**src/piloted_symbol_decision_defines.svh**
```systemverilog
// Assertion helpers for the piloted symbol decision block.
`ifndef PILOTED_SYMBOL_DECISION_DEFINES_SVH
`define PILOTED_SYMBOL_DECISION_DEFINES_SVH
`ifndef SYNTHESIS
`define PSD_ASSERT(lbl, prop) \
    lbl: assert property (@(posedge i_clk) disable iff (!i_rst_n) prop) \
        else $error("psd assertion failed");
`define PSD_ASSERT_NEXT(lbl, cond, nxt) \
    lbl: assert property (@(posedge i_clk) disable iff (!i_rst_n) (cond) |=> (nxt)) \
        else $error("psd assertion failed");
`else
`define PSD_ASSERT(lbl, prop)
`define PSD_ASSERT_NEXT(lbl, cond, nxt)
`endif
`endif

```
**src/psd_pkg.sv**
```systemverilog
package psd_pkg;

    localparam int SLOT_W      = 6;
    localparam int THR_W       = 8;
    localparam int LEN_W       = 7;
    localparam int CFG_DATA_W  = 8;
    localparam int LEN_MIN     = 3;
    localparam int LEN_RESET   = 4;
    localparam int THR_RESET   = 32;
    localparam int QUEUE_DEPTH = 4;
    localparam logic [6:0] CNT_MAX = 7'd127;

    typedef enum logic [1:0] {
        CFG_LEN  = 2'd0,
        CFG_PREF = 2'd1,
        CFG_PAT  = 2'd2,
        CFG_PNT  = 2'd3
    } t_cfg_idx;

    typedef struct packed {
        logic [SLOT_W-1:0] pref;
        logic [SLOT_W-1:0] pref_mod;
        logic [THR_W-1:0]  pat;
        logic [THR_W-1:0]  pnt;
    } t_cfg;

endpackage

```
**src/psd_front.sv**
```systemverilog
module psd_front import psd_pkg::*; #(
    parameter int PRN_BITS       = 10,
    parameter int MAGNITUDE_BITS = 32,
    parameter int IDW            = 112,
    parameter int RW             = 19
) (
    input  logic           i_clk,
    input  logic           i_rst_n,
    input  t_cfg           i_cfg,
    input  logic           i_s_tvalid,
    output logic           o_s_tready,
    input  logic [IDW-1:0] i_s_tdata,
    input  logic [1:0]     i_s_tuser,
    output logic           o_push,
    output logic [RW-1:0]  o_rec,
    input  logic           i_full
);

    localparam int MB     = MAGNITUDE_BITS;
    localparam int PRN_LO = SLOT_W;
    localparam int PK_LO  = SLOT_W + PRN_BITS;
    localparam int AV_LO  = PK_LO + MB;
    localparam int NS_LO  = AV_LO + MB;

    logic                r_v;
    logic                r_first;
    logic                r_sel;
    logic [SLOT_W-1:0]   r_slot;
    logic [PRN_BITS-1:0] r_prn;
    logic [MB-1:0]       r_peak;
    logic [MB-1:0]       r_avg;
    logic [MB-1:0]       r_noise;

    logic [MB+7:0] peak16;
    logic [MB+7:0] avg_prod;
    logic [MB+7:0] noise_prod;
    logic          avg_ok;
    logic          chal_ok;
    logic          take;

    assign o_s_tready = !r_v || !i_full;
    assign take       = i_s_tvalid && o_s_tready;
    assign o_push     = r_v && !i_full;

    always_ff @(posedge i_clk) begin
        if (!i_rst_n) begin
            r_v <= 1'b0;
        end else if (take) begin
            r_v <= 1'b1;
        end else if (o_push) begin
            r_v <= 1'b0;
        end
    end

    always_ff @(posedge i_clk) begin
        if (take) begin
            r_first <= i_s_tuser[0];
            r_sel   <= i_s_tuser[1];
            r_slot  <= i_s_tdata[SLOT_W-1:0];
            r_prn   <= i_s_tdata[PK_LO-1:PRN_LO];
            r_peak  <= i_s_tdata[AV_LO-1:PK_LO];
            r_avg   <= i_s_tdata[NS_LO-1:AV_LO];
            r_noise <= i_s_tdata[NS_LO+MB-1:NS_LO];
        end
    end

    // Q4.4 challenge: 16*peak against thr*avg and thr*noise
    assign peak16     = {4'b0, r_peak, 4'b0};
    assign avg_prod   = r_avg * i_cfg.pat;
    assign noise_prod = r_noise * i_cfg.pnt;
    assign avg_ok     = peak16 > avg_prod;

    always_comb begin
        if (r_avg == '0) begin
            chal_ok = 1'b1;
        end else if (r_noise == '0) begin
            chal_ok = avg_ok;
        end else begin
            chal_ok = avg_ok && (peak16 > noise_prod);
        end
    end

    assign o_rec = {chal_ok, r_prn, r_slot, r_sel, r_first};

endmodule

```
**src/psd_queue.sv**
```systemverilog
`include "piloted_symbol_decision_defines.svh"
module psd_queue import psd_pkg::*; #(
    parameter int WIDTH = 19,
    parameter int DEPTH = 4
) (
    input  logic             i_clk,
    input  logic             i_rst_n,
    input  logic             i_push,
    input  logic [WIDTH-1:0] i_data,
    output logic             o_full,
    input  logic             i_pop,
    output logic             o_valid,
    output logic [WIDTH-1:0] o_data
);

    localparam int AW = (DEPTH > 1) ? $clog2(DEPTH) : 1;
    localparam int CW = $clog2(DEPTH + 1);

    logic [WIDTH-1:0] r_mem [DEPTH];
    logic [AW-1:0]    r_wr;
    logic [AW-1:0]    r_rd;
    logic [CW-1:0]    r_count;

    assign o_full  = (r_count == CW'(DEPTH));
    assign o_valid = (r_count != '0);
    assign o_data  = r_mem[r_rd];

    always_ff @(posedge i_clk) begin
        if (!i_rst_n) begin
            r_wr    <= '0;
            r_rd    <= '0;
            r_count <= '0;
        end else begin
            if (i_push) begin
                r_wr <= (r_wr == AW'(DEPTH - 1)) ? '0 : r_wr + 1'b1;
            end
            if (i_pop) begin
                r_rd <= (r_rd == AW'(DEPTH - 1)) ? '0 : r_rd + 1'b1;
            end
            if (i_push && !i_pop) begin
                r_count <= r_count + 1'b1;
            end else if (!i_push && i_pop) begin
                r_count <= r_count - 1'b1;
            end
        end
    end

    always_ff @(posedge i_clk) begin
        if (i_push) begin
            r_mem[r_wr] <= i_data;
        end
    end

    `PSD_ASSERT(a_q_bound, r_count <= CW'(DEPTH))
    `PSD_ASSERT(a_q_no_underflow, i_pop |-> (r_count != '0))

endmodule

```
**src/psd_back.sv**
```systemverilog
`include "piloted_symbol_decision_defines.svh"
module psd_back import psd_pkg::*; #(
    parameter int MAX_SYMBOL_LENGTH = 64,
    parameter int PRN_BITS          = 10,
    parameter int RW                = 19,
    parameter int LW                = 7
) (
    input  logic                i_clk,
    input  logic                i_rst_n,
    input  t_cfg                i_cfg,
    input  logic [LW-1:0]       i_len,
    input  logic                i_q_valid,
    input  logic [RW-1:0]       i_rec,
    output logic                o_pop,
    output logic                o_m_tvalid,
    input  logic                i_m_tready,
    output logic [PRN_BITS-1:0] o_symbol,
    output logic                o_erasure
);

    localparam int PW = (MAX_SYMBOL_LENGTH > 2) ? $clog2(MAX_SYMBOL_LENGTH) : 1;
    localparam int CW = (LW > 8) ? LW : 8;

    logic                rec_first;
    logic                rec_sel;
    logic [SLOT_W-1:0]   rec_slot;
    logic [PRN_BITS-1:0] rec_prn;
    logic                rec_strong;

    logic [PW-1:0]       r_pos;
    logic                r_started;
    logic [6:0]          r_cnt;
    logic                r_found;
    logic                r_dec_er;
    logic [PRN_BITS-1:0] r_dec_val;
    logic [PRN_BITS-1:0] r_lv_sym;
    logic                r_lv_pres;
    logic [PRN_BITS-1:0] r_pend_sym;
    logic                r_pend_pres;
    logic                r_pend_strong;
    logic                r_out_v;
    logic [PRN_BITS-1:0] r_out_sym;
    logic                r_out_er;

    logic [PW-1:0]       n_pos;
    logic                n_started;
    logic [6:0]          n_cnt;
    logic                n_found;
    logic                n_dec_er;
    logic [PRN_BITS-1:0] n_dec_val;
    logic [PRN_BITS-1:0] n_lv_sym;
    logic                n_lv_pres;
    logic [PRN_BITS-1:0] n_pend_sym;
    logic                n_pend_pres;
    logic                n_pend_strong;

    logic [CW-1:0] p_ext;
    logic [CW-1:0] pos_ext;
    logic [CW-1:0] reload;
    logic [PW-1:0] pos_cur;
    logic          pos_ok;
    logic          is_last;
    logic          enough;
    logic          result;

    assign rec_first  = i_rec[0];
    assign rec_sel    = i_rec[1];
    assign rec_slot   = i_rec[SLOT_W+1:2];
    assign rec_prn    = i_rec[SLOT_W+PRN_BITS+1:SLOT_W+2];
    assign rec_strong = i_rec[SLOT_W+PRN_BITS+2];

    assign p_ext   = CW'(i_len);
    assign pos_ext = CW'(r_pos);
    assign reload  = p_ext - CW'(1) - CW'(i_cfg.pref_mod);
    assign pos_ok  = (pos_ext < p_ext) && (CW'(i_cfg.pref_mod) < p_ext);
    assign o_pop   = i_q_valid && pos_ok && (!r_out_v || i_m_tready);

    always_comb begin
        n_started     = r_started;
        n_cnt         = r_cnt;
        n_found       = r_found;
        n_dec_er      = r_dec_er;
        n_dec_val     = r_dec_val;
        n_lv_sym      = r_lv_sym;
        n_lv_pres     = r_lv_pres;
        n_pend_sym    = r_pend_sym;
        n_pend_pres   = r_pend_pres;
        n_pend_strong = r_pend_strong;
        pos_cur       = r_pos;
        result        = 1'b0;

        if (rec_first) begin
            n_started     = 1'b0;
            n_cnt         = '0;
            n_found       = 1'b0;
            n_dec_er      = 1'b1;
            n_dec_val     = '0;
            n_lv_sym      = '0;
            n_lv_pres     = 1'b0;
            n_pend_sym    = '0;
            n_pend_pres   = 1'b0;
            n_pend_strong = 1'b0;
            pos_cur       = reload[PW-1:0];
        end

        is_last = (CW'(pos_cur) == p_ext - CW'(1));
        enough  = (CW'(n_cnt) >= (p_ext >> 1));

        if (pos_cur == '0) begin
            n_started   = 1'b1;
            n_dec_er    = 1'b1;
            n_dec_val   = '0;
            n_pend_pres = 1'b0;
            n_found     = 1'b0;
            n_cnt       = {6'b0, rec_sel};
        end else if (rec_sel && (n_cnt != CNT_MAX)) begin
            n_cnt = n_cnt + 1'b1;
        end
        enough = (CW'(n_cnt) >= (p_ext >> 1));

        if (n_started && (CW'(pos_cur) > CW'(1))) begin
            if (rec_sel && !n_found) begin
                if (rec_slot == i_cfg.pref) begin
                    if (!is_last || enough) begin
                        n_lv_sym  = rec_prn;
                        n_lv_pres = 1'b1;
                        n_found   = 1'b1;
                        if (rec_strong) begin
                            n_dec_er  = 1'b0;
                            n_dec_val = rec_prn;
                        end
                    end
                end else if (!(n_lv_pres && (n_lv_sym == rec_prn))) begin
                    n_pend_sym    = rec_prn;
                    n_pend_pres   = 1'b1;
                    n_pend_strong = rec_strong;
                end
            end
            if (is_last && n_pend_pres && !n_found && enough &&
                !(n_lv_pres && (n_lv_sym == n_pend_sym))) begin
                n_lv_sym  = n_pend_sym;
                n_lv_pres = 1'b1;
                if (n_pend_strong) begin
                    n_dec_er  = 1'b0;
                    n_dec_val = n_pend_sym;
                end
            end
            result = is_last;
        end

        n_pos = is_last ? '0 : pos_cur + 1'b1;
    end

    always_ff @(posedge i_clk) begin
        if (!i_rst_n) begin
            r_pos         <= '0;
            r_started     <= 1'b0;
            r_cnt         <= '0;
            r_found       <= 1'b0;
            r_dec_er      <= 1'b1;
            r_dec_val     <= '0;
            r_lv_sym      <= '0;
            r_lv_pres     <= 1'b0;
            r_pend_sym    <= '0;
            r_pend_pres   <= 1'b0;
            r_pend_strong <= 1'b0;
            r_out_v       <= 1'b0;
        end else begin
            if (o_pop) begin
                r_pos         <= n_pos;
                r_started     <= n_started;
                r_cnt         <= n_cnt;
                r_found       <= n_found;
                r_dec_er      <= n_dec_er;
                r_dec_val     <= n_dec_val;
                r_lv_sym      <= n_lv_sym;
                r_lv_pres     <= n_lv_pres;
                r_pend_sym    <= n_pend_sym;
                r_pend_pres   <= n_pend_pres;
                r_pend_strong <= n_pend_strong;
            end else if (pos_ext >= p_ext) begin
                // reduce position after a length change
                r_pos <= PW'(pos_ext - p_ext);
            end
            if (o_pop && result) begin
                r_out_v <= 1'b1;
            end else if (i_m_tready) begin
                r_out_v <= 1'b0;
            end
        end
    end

    always_ff @(posedge i_clk) begin
        if (o_pop && result) begin
            r_out_sym <= n_dec_er ? '0 : n_dec_val;
            r_out_er  <= n_dec_er;
        end
    end

    assign o_m_tvalid = r_out_v;
    assign o_symbol   = r_out_sym;
    assign o_erasure  = r_out_er;

    `PSD_ASSERT_NEXT(a_out_load, o_pop && result, r_out_v)
    `PSD_ASSERT(a_start_clear, $fell(r_started) |-> $past(o_pop && rec_first))
    `PSD_ASSERT(a_found_started, r_found |-> r_started)

endmodule

```
**src/piloted_symbol_decision.sv**
```systemverilog
// Piloted symbol decision: one correlation record word per clock in unless back-pressured,
// one decision word (symbol or erasure) out at the last record of each symbol cycle.
// Sustained rate is one record per cycle while the output is not stalled; a record is
// registered at the input, where its challenge products are formed, then passes a
// four-word queue and the decision stage, whose output register takes the decision word
// when the record closing its cycle is popped. After a write to symbol_length or
// preferred_slot the stored cycle position and the reduced preferred slot are
// brought below the length by one subtraction per cycle, holding records in the queue.
// Configuration writes are always taken; keeping them to idle periods is up to the user.
module piloted_symbol_decision import psd_pkg::*; #(
    parameter int MAX_SYMBOL_LENGTH = 64,
    parameter int PRN_BITS          = 10,
    parameter int MAGNITUDE_BITS    = 32,
    localparam int IDW = ((SLOT_W + PRN_BITS + 3 * MAGNITUDE_BITS + 7) / 8) * 8,
    localparam int ODW = ((PRN_BITS + 7) / 8) * 8
) (
    input  logic                  i_clk,
    input  logic                  i_rst_n,
    // record_slot, best_prn, peak_magnitude, average_magnitude, noise_average
    input  logic [IDW-1:0]        i_s_tdata,
    // first_record, selected
    input  logic [1:0]            i_s_tuser,
    input  logic                  i_s_tvalid,
    output logic                  o_s_tready,
    // symbol_value
    output logic [ODW-1:0]        o_m_tdata,
    // erasure
    output logic [0:0]            o_m_tuser,
    output logic                  o_m_tvalid,
    input  logic                  i_m_tready,
    input  logic                  i_cfg_valid,
    output logic                  o_cfg_ready,
    input  logic [1:0]            i_cfg_index,
    input  logic [CFG_DATA_W-1:0] i_cfg_data
);

    localparam int LW = $clog2(MAX_SYMBOL_LENGTH + 1);
    localparam int CW = (LW > 8) ? LW : 8;
    localparam int RW = 3 + SLOT_W + PRN_BITS;

    logic [LEN_W-1:0]  r_len;
    logic [SLOT_W-1:0] r_pref;
    logic [SLOT_W-1:0] r_pref_mod;
    logic [THR_W-1:0]  r_pat;
    logic [THR_W-1:0]  r_pnt;

    logic [CW-1:0]       len_ext;
    logic [CW-1:0]       p_ext;
    logic [LW-1:0]       p_eff;
    logic                cfg_wr;
    t_cfg                cfg;
    logic                push;
    logic [RW-1:0]       rec_in;
    logic [RW-1:0]       rec_out;
    logic                q_full;
    logic                q_valid;
    logic                pop;
    logic [PRN_BITS-1:0] symbol;
    logic                erasure;

    assign o_cfg_ready = 1'b1;
    assign cfg_wr      = i_cfg_valid;

    assign len_ext = CW'(r_len);
    always_comb begin
        if (len_ext < CW'(LEN_MIN)) begin
            p_ext = CW'(LEN_MIN);
        end else if (len_ext > CW'(MAX_SYMBOL_LENGTH)) begin
            p_ext = CW'(MAX_SYMBOL_LENGTH);
        end else begin
            p_ext = len_ext;
        end
    end
    assign p_eff = p_ext[LW-1:0];

    always_ff @(posedge i_clk) begin
        if (!i_rst_n) begin
            r_len      <= LEN_W'(LEN_RESET);
            r_pref     <= '0;
            r_pref_mod <= '0;
            r_pat      <= THR_W'(THR_RESET);
            r_pnt      <= THR_W'(THR_RESET);
        end else if (cfg_wr) begin
            unique case (t_cfg_idx'(i_cfg_index))
                CFG_LEN: begin
                    r_len      <= i_cfg_data[LEN_W-1:0];
                    r_pref_mod <= r_pref;
                end
                CFG_PREF: begin
                    r_pref     <= i_cfg_data[SLOT_W-1:0];
                    r_pref_mod <= i_cfg_data[SLOT_W-1:0];
                end
                CFG_PAT:  r_pat <= i_cfg_data[THR_W-1:0];
                CFG_PNT:  r_pnt <= i_cfg_data[THR_W-1:0];
                default:  r_pat <= r_pat;
            endcase
        end else if (CW'(r_pref_mod) >= p_ext) begin
            r_pref_mod <= SLOT_W'(CW'(r_pref_mod) - p_ext);
        end
    end

    assign cfg.pref     = r_pref;
    assign cfg.pref_mod = r_pref_mod;
    assign cfg.pat      = r_pat;
    assign cfg.pnt      = r_pnt;

    psd_front #(
        .PRN_BITS       (PRN_BITS),
        .MAGNITUDE_BITS (MAGNITUDE_BITS),
        .IDW            (IDW),
        .RW             (RW)
    ) u_front (
        .i_clk      (i_clk),
        .i_rst_n    (i_rst_n),
        .i_cfg      (cfg),
        .i_s_tvalid (i_s_tvalid),
        .o_s_tready (o_s_tready),
        .i_s_tdata  (i_s_tdata),
        .i_s_tuser  (i_s_tuser),
        .o_push     (push),
        .o_rec      (rec_in),
        .i_full     (q_full)
    );

    psd_queue #(
        .WIDTH (RW),
        .DEPTH (QUEUE_DEPTH)
    ) u_queue (
        .i_clk   (i_clk),
        .i_rst_n (i_rst_n),
        .i_push  (push),
        .i_data  (rec_in),
        .o_full  (q_full),
        .i_pop   (pop),
        .o_valid (q_valid),
        .o_data  (rec_out)
    );

    psd_back #(
        .MAX_SYMBOL_LENGTH (MAX_SYMBOL_LENGTH),
        .PRN_BITS          (PRN_BITS),
        .RW                (RW),
        .LW                (LW)
    ) u_back (
        .i_clk      (i_clk),
        .i_rst_n    (i_rst_n),
        .i_cfg      (cfg),
        .i_len      (p_eff),
        .i_q_valid  (q_valid),
        .i_rec      (rec_out),
        .o_pop      (pop),
        .o_m_tvalid (o_m_tvalid),
        .i_m_tready (i_m_tready),
        .o_symbol   (symbol),
        .o_erasure  (erasure)
    );

    assign o_m_tdata = ODW'(symbol);
    assign o_m_tuser = erasure;

endmodule

```
**config.mk**
```make
export PLATFORM = sky130hd
export DESIGN_NAME = piloted_symbol_decision
export DESIGN_NICKNAME = d
export VERILOG_FILES = /design/src/psd_pkg.sv /design/src/psd_front.sv /design/src/psd_queue.sv /design/src/psd_back.sv /design/src/piloted_symbol_decision.sv
export VERILOG_INCLUDE_DIRS = /design/src /design/src/src
export SDC_FILE = /design/constraint.sdc
export NUM_CORES = 2
export LEC_CHECK = 0
export BUFFER_PORTS_ARGS = -buffer_cell sky130_fd_sc_hd__buf_2
export CAP_MARGIN = 10
export CORE_ASPECT_RATIO = 2
export CORE_UTILIZATION = 40
export CTS_CLUSTER_SIZE = 14
export DETAILED_ROUTE_END_ITERATION = 16
export HOLD_SLACK_MARGIN = 0.05
export SYNTH_ARGS = -nofsm -noshare
export SYNTH_HDL_FRONTEND = slang
export SYNTH_SLANG_ARGS = --single-unit
```
**constraint.sdc**
```tcl
create_clock -name i_clk -period 10.4 [get_ports i_clk]
set_input_delay 1.56 -clock i_clk [delete_from_list [all_inputs] [get_ports i_clk]]
set_output_delay 1.56 -clock i_clk [all_outputs]
set_load 0.01 [all_outputs]
```
# ---- Word-level counts from Yosys, hierarchy flattened
# Memories as Yosys holds them, arrays and structs flattened. A register that Yosys moved wholly into a read port is not among the register bits.
# Index checks and enable logic that the tools add are counted.
dict set report op_classes {
  n_addsub 10
  mul 2
  n_lt_le_gt_ge 10
  eq_ne 12
  muxes 87
  n_reduce_logical 45
}
# operator count
set op_table {}
lappend op_table {{10-bit two-way mux} 22}
lappend op_table {{36-bit by 40-bit > comparator with 1-bit output} 2}
lappend op_table {{32-bit by 8-bit multiplier with 40-bit output} 2}
lappend op_table {{32-bit logical NOT} 2}
lappend op_table {{1-bit two-way mux} 47}
lappend op_table {{6-bit two-way mux} 6}
lappend op_table {{7-bit two-way mux} 5}
lappend op_table {{10-bit equality test} 2}
lappend op_table {{1-bit logical AND} 18}
lappend op_table {{6-bit subtractor} 3}
lappend op_table {{6-bit by 7-bit greater-or-equal comparator with 1-bit output} 2}
lappend op_table {{6-bit by 7-bit less-than comparator with 1-bit output} 2}
lappend op_table {{6-bit one-hot mux with 2 select lines} 1}
lappend op_table {{2-bit AND reduction} 5}
lappend op_table {{2-bit nonzero test} 5}
lappend op_table {{1-bit logical NOT} 9}
lappend op_table {{2-bit equality test (second input constant)} 4}
lappend op_table {{6-bit by 8-bit equality test with 1-bit output} 1}
lappend op_table {{2-bit two-way mux} 4}
lappend op_table {{7-bit by 1-bit subtractor with 8-bit output (second input constant)} 1}
lappend op_table {{7-bit by 1-bit adder with 7-bit output (second input constant)} 1}
lappend op_table {{7-bit by 6-bit greater-or-equal comparator with 1-bit output} 1}
lappend op_table {{7-bit > comparator (second input constant)} 1}
lappend op_table {{7-bit by 2-bit less-than comparator with 1-bit output (second input constant)} 1}
lappend op_table {{other kinds (15)} 19}
dict set report word_totals {
  reg_bits 218
  ramBits 76
  inputBits 129
  out_inout_bits 20
  elab_cells 197
  mem_count 1
}
# memory words width read_ports rd_ports_with_merged_regs write_ports line
set memory_table {}
lappend memory_table {u_queue.r_mem 4 19 1 1 1 psd_queue.sv:19} ;# logic [WIDTH-1:0] r_mem [DEPTH];

# ---- Logic depth before layout (Yosys ltp)
dict set report depth {
  word_depth 20
  ltp_mapped 36
  depth_no_buf 34
}

# ---- Cells and area by module
# A second synthesis with hierarchy kept.
dict set report unflattened {
  hier_cells 3300
  area_unflattened_um2 32047.0
}
# module n_inst cells_per_inst area_per_inst_um2 seq_area_each_um2
set by_module_without_submodules {}
lappend by_module_without_submodules {psd_front 1 2173 21096.5 3443.3}
lappend by_module_without_submodules {psd_back 1 770 5845.6 1331.3}
lappend by_module_without_submodules {psd_queue 1 143 3244.4 2462.4}
lappend by_module_without_submodules {piloted_symbol_decision 1 214 1860.5 700.7}

# ---- Worst setup path after synthesis
# OpenSTA, ideal clock, no wires.
dict set report synth_path {
  kind {input to register}
  start {input i_s_tvalid}
  end {register u_front.r_avg[0] (enable)}
  setup_time_ns 0.655
  arrival_time_ns 7.293
  required_time_ns 9.745
  slack_ns 2.452
  cell_stages 2
  n_path_buf 0
  cell_sequence {inv_1 > a31oi_1}
}
dict set report synth_between {
  elab_chain_cells 1
}
# item line
set synth_rtl {}
lappend synth_rtl {{start, declared} piloted_symbol_decision.sv:23} ;# input logic i_s_tvalid,
lappend synth_rtl {{1-bit logical AND} psd_front.sv:42} ;# assign take = i_s_tvalid && o_s_tready;
lappend synth_rtl {{via u_front.take} psd_front.sv:39} ;# logic take;
lappend synth_rtl {{end signal, assigned} psd_front.sv:62} ;# r_avg <= i_s_tdata[NS_LO-1:AV_LO];
lappend synth_rtl {{end, declared} psd_front.sv:31} ;# logic [MB-1:0] r_avg;
# The timed path passes the listed nets, and every way through them passes these cells.
# A chain may end at the register's enable or synchronous reset.

# ---- Worst setup path after layout
dict set report layout_path {
  start {register r_pat[3]}
  end {memory u_queue.r_mem[3][18], data pin}
}
dict set report layout_between {
  elab_chain_cells 5
}
# item line
set layout_rtl {}
lappend layout_rtl {{start, declared} piloted_symbol_decision.sv:44} ;# logic [THR_W-1:0] r_pat;
lappend layout_rtl {{start signal, assigned} piloted_symbol_decision.sv:81} ;# r_pat <= THR_W'(THR_RESET);
lappend layout_rtl {{start signal, assigned} piloted_symbol_decision.sv:93} ;# CFG_PAT: r_pat <= i_cfg_data[THR_W-1:0];
lappend layout_rtl {{start signal, assigned} piloted_symbol_decision.sv:95} ;# default: r_pat <= r_pat;
lappend layout_rtl {{32-bit by 8-bit multiplier with 40-bit output *} psd_front.sv:69} ;# assign avg_prod = r_avg * i_cfg.pat;
lappend layout_rtl {{36-bit by 40-bit > comparator with 1-bit output *} psd_front.sv:71} ;# assign avg_ok = peak16 > avg_prod;
lappend layout_rtl {{1-bit logical AND} psd_front.sv:79} ;# chal_ok = avg_ok && (peak16 > noise_prod);
lappend layout_rtl {{1-bit two-way mux *} psd_front.sv:76} ;# end else if (r_noise == '0) begin
lappend layout_rtl {{1-bit two-way mux *} psd_front.sv:74} ;# if (r_avg == '0) begin
lappend layout_rtl {{via rec_in[18]} piloted_symbol_decision.sv:53} ;# logic [RW-1:0] rec_in;
lappend layout_rtl {{end, declared} psd_queue.sv:19}
# Mark *: on every way through the listed nets, which the timed path passes. The rest lies on a longest branch.

==> metrics <==
CORE AREA=75900 um2; Worst Skew=0.0439 ns; Worst-path clk slew=0.07 ns; WL/cell=20.4 um; Leakage=13.9 nW; Flop pwr share=0.305; peak supply drop=0.000165 V; first-pass GRT wire length=136 mm; Pint=0.00287 W; Final ANT Viol Nets=0; Worst Hold Class=reg2reg; Starting DRT DRC Count=1074; commonest non-fill, non-tap cells in the layout=406 x nand2_1, 399 x inv_1, 362 x fa_1, 280 x and2_1, 218 x ha_1; top cells by area, synth=fa_1 24%, edfxtp_1 20%, ha_1 8.9%; Skew-Pair Late Insertion Delay=0.64 ns; synth warn=0; Fin. Hold Viols=0; antenna violations before repair=25; crit path kind=reg2reg; Port Buffer Count=141; combinational fraction of design power=0.438; max-cap violation count=0; Clock Tree Root=clkbuf_16; highest clock rate=0.114 GHz; Synth Cell Area=30700 um2; Num CTS Buffers=30; FF-to-FF path depth=27; Tmin final=8.77 ns; DRT Wirelength=87.2 mm; clock sink total=296; DR DRC count=0; gr ovfl total=0; crit start category=flip-flop; final setup vio count=0; clock power share=0.256; Final Max Tran Viols=0; drt first pass iters=5; largest net degree at the start of global routing=67; number of global-route vias before repair=25000; Worst Slack Setup Final=1.63 ns; top-level I/O count=149; share of layout cells above drive strength 1=0.0845; Async S/R FF share, synth=0; Via-to-Cell Ratio=5.43; Min-Delay Path Depth=2; most common library cell in the layout ignoring fill and taps=nand2_1; Relative slew margins=0.165; Yosys top cell area share=0.236; final-layout fill cell count=7528; Detail Placement HPWL=68.8 mm; CTS tree=done; dominant synthesized flop cell=edfxtp_1; die area=77800 um2; Final Core Density=0.440; post-synthesis sequential area ratio=0.259; pwr dens=144 nW/um2; RSZ-0062 raised after global routing=false; Setup Slack @ Placement=1.62 ns; Area Overhead vs Synth=8.79%; Post-synth EDFFs=201; Starting Density=0.404; P_sw=0.00192 W; Die Ht=394 um; Least-Margin Pin Slew=1.24 ns; Post-CTS Hold Fix Bufs=0; row count=143; # resized after CTS=0; setup_tns=0 ns; All-Layer GR Usage=0.227; Max clock buf depth=3; routability cong.=0.962; Worst Path Required=10.70 ns; post-synth top area cell=fa_1; Synth cell types=92; crit-path max FO=33; die width=198 um; flop and latch count out of synthesis=296; final worst path period share=0.843; CP arrival=9.07 ns; outcome=completed; Sw Share=0.401; Post-CTS Setup Bufs=0; Vias=23200; average footprint of a synthesized cell=9.65 um2; CP Capture Type=flip-flop; htree depth=1; synthesized instance count=3177; fin nets=3943
## area by class of cell
class,count,area (um2),area share
repair buffers,171,931,0.0279
well taps,1015,1270,0.0381
inverters,400,1500,0.0450
flip-flops and latches,296,7940,0.238
clock buffers,37,862,0.0258
diodes,4,10.0,0.000300
multi-input cells,2335,20600,0.618
clock inverters,17,230,0.00690
## worst max-delay path, cell delays in order (launching register included)
cell,delay (ns)
dfxtp_1,1.07
nand2_1,0.17
fa_1,0.46
fa_1,0.47
fa_1,0.54
inv_1,0.05
fa_1,0.43
ha_1,0.34
a21o_1,0.18
a21oi_1,0.29
a211oi_1,0.16
o41ai_1,0.72
a31oi_1,0.23
o31ai_1,0.41
o211ai_1,0.17
a31oi_1,0.21
o21ai_0,0.15
nand3_1,0.15
nand2_1,0.07
xnor2_1,0.15
ha_1,0.30
nand4_1,0.13
nor3_1,0.24
a221oi_1,0.12
o21ai_0,0.10
nand3_1,0.11
a211o_1,0.29
o41ai_1,0.74
## kinds of logic (layout without fill, tap and decap cells)
logic type      after synthesis  after routing  synth area share
xor+xnor                    101            101            0.0289
simple gates               1047           1047             0.170
other cells                   2             11          0.000245
compound gates              530            530             0.116
mux                          68             68            0.0300
flops                       296            296             0.259
buf+inv                     551            625            0.0700
fa+ha+maj                   582            582             0.326
## synthesized netlist by cell type, types with 18 or more instances
library cell / count
nand2_1: 406
inv_1: 399
fa_1: 362
and2_1: 280
ha_1: 218
edfxtp_1: 201
a21oi_1: 146
nor2_1: 124
clkbuf_1: 120
dfxtp_1: 95
o21ai_0: 82
xnor2_1: 59
a21o_1: 53
nand3_1: 45
xor2_1: 42
mux2i_1: 40
nor2b_1: 35
nand2b_1: 29
nand4_1: 28
nor4_1: 26
nor3_1: 22
a211oi_1: 20
a21boi_0: 20
a22oi_1: 19
o21a_1: 18
o21bai_1: 18
## layer usage
| metal | track usage | wire, um |
|---|---|---|
| met4 | 0.124 | 5080 |
| met2 | 0.438 | 47600 |
| met3 | 0.0358 | 4080 |
| met5 | 0 | 225 |
| met1 | 0.227 | 30200 |
## through the flow
step           power [W]  hold WS [ns]  cells  cell area [um2]
6_report         0.00479         0.460   4275            33400
4_1_cts          0.00484         0.459   4271            33300
3_3_place_gp     0.00358         0.445   4217            32300
5_1_grt          0.00511         0.473   4271            33300
2_1_floorplan    0.00298         0.432   3182            30700
3_5_place_dp     0.00358         0.446   4217            32300
## worst paths after layout
path	startpoint	to	slack (ns)
setup reg to reg	r_pat[3]$_SDFFE_PN0P_	u_queue.r_mem[3][18]$_DFFE_PP_	1.63
setup / recovery	r_pat[3]$_SDFFE_PN0P_	u_queue.r_mem[3][18]$_DFFE_PP_	1.63
hold / removal	r_pat[7]$_SDFFE_PN0P_	r_pat[7]$_SDFFE_PN0P_	0.46
hold reg to reg	r_pat[7]$_SDFFE_PN0P_	r_pat[7]$_SDFFE_PN0P_	0.46
## flip-flops by register name (all words and copies together) (netlist names), 7 cells and up, named ones only
register           count
r_len                  7
r_pat                  8
r_pnt                  8
u_back.o_symbol       10
u_back.r_cnt           7
u_back.r_dec_val      10
u_back.r_lv_sym       10
u_back.r_pend_sym     10
u_front.r_avg         32
u_front.r_noise       32
u_front.r_peak        32
u_front.r_prn         10
u_queue.r_mem         76
## power groups by stage
stage / Clock [W] / Combinational [W] / Sequential, W
after global routing: 0.00129 / 0.00234 / 0.00147
after CTS: 0.00126 / 0.00211 / 0.00146
after detailed placement: 0 / 0.00210 / 0.00149
after global placement: 0 / 0.00209 / 0.00149
final: 0.00123 / 0.00210 / 0.00146
after floorplan: 0 / 0.00155 / 0.00143
Power figures use the tool's default switching activity.
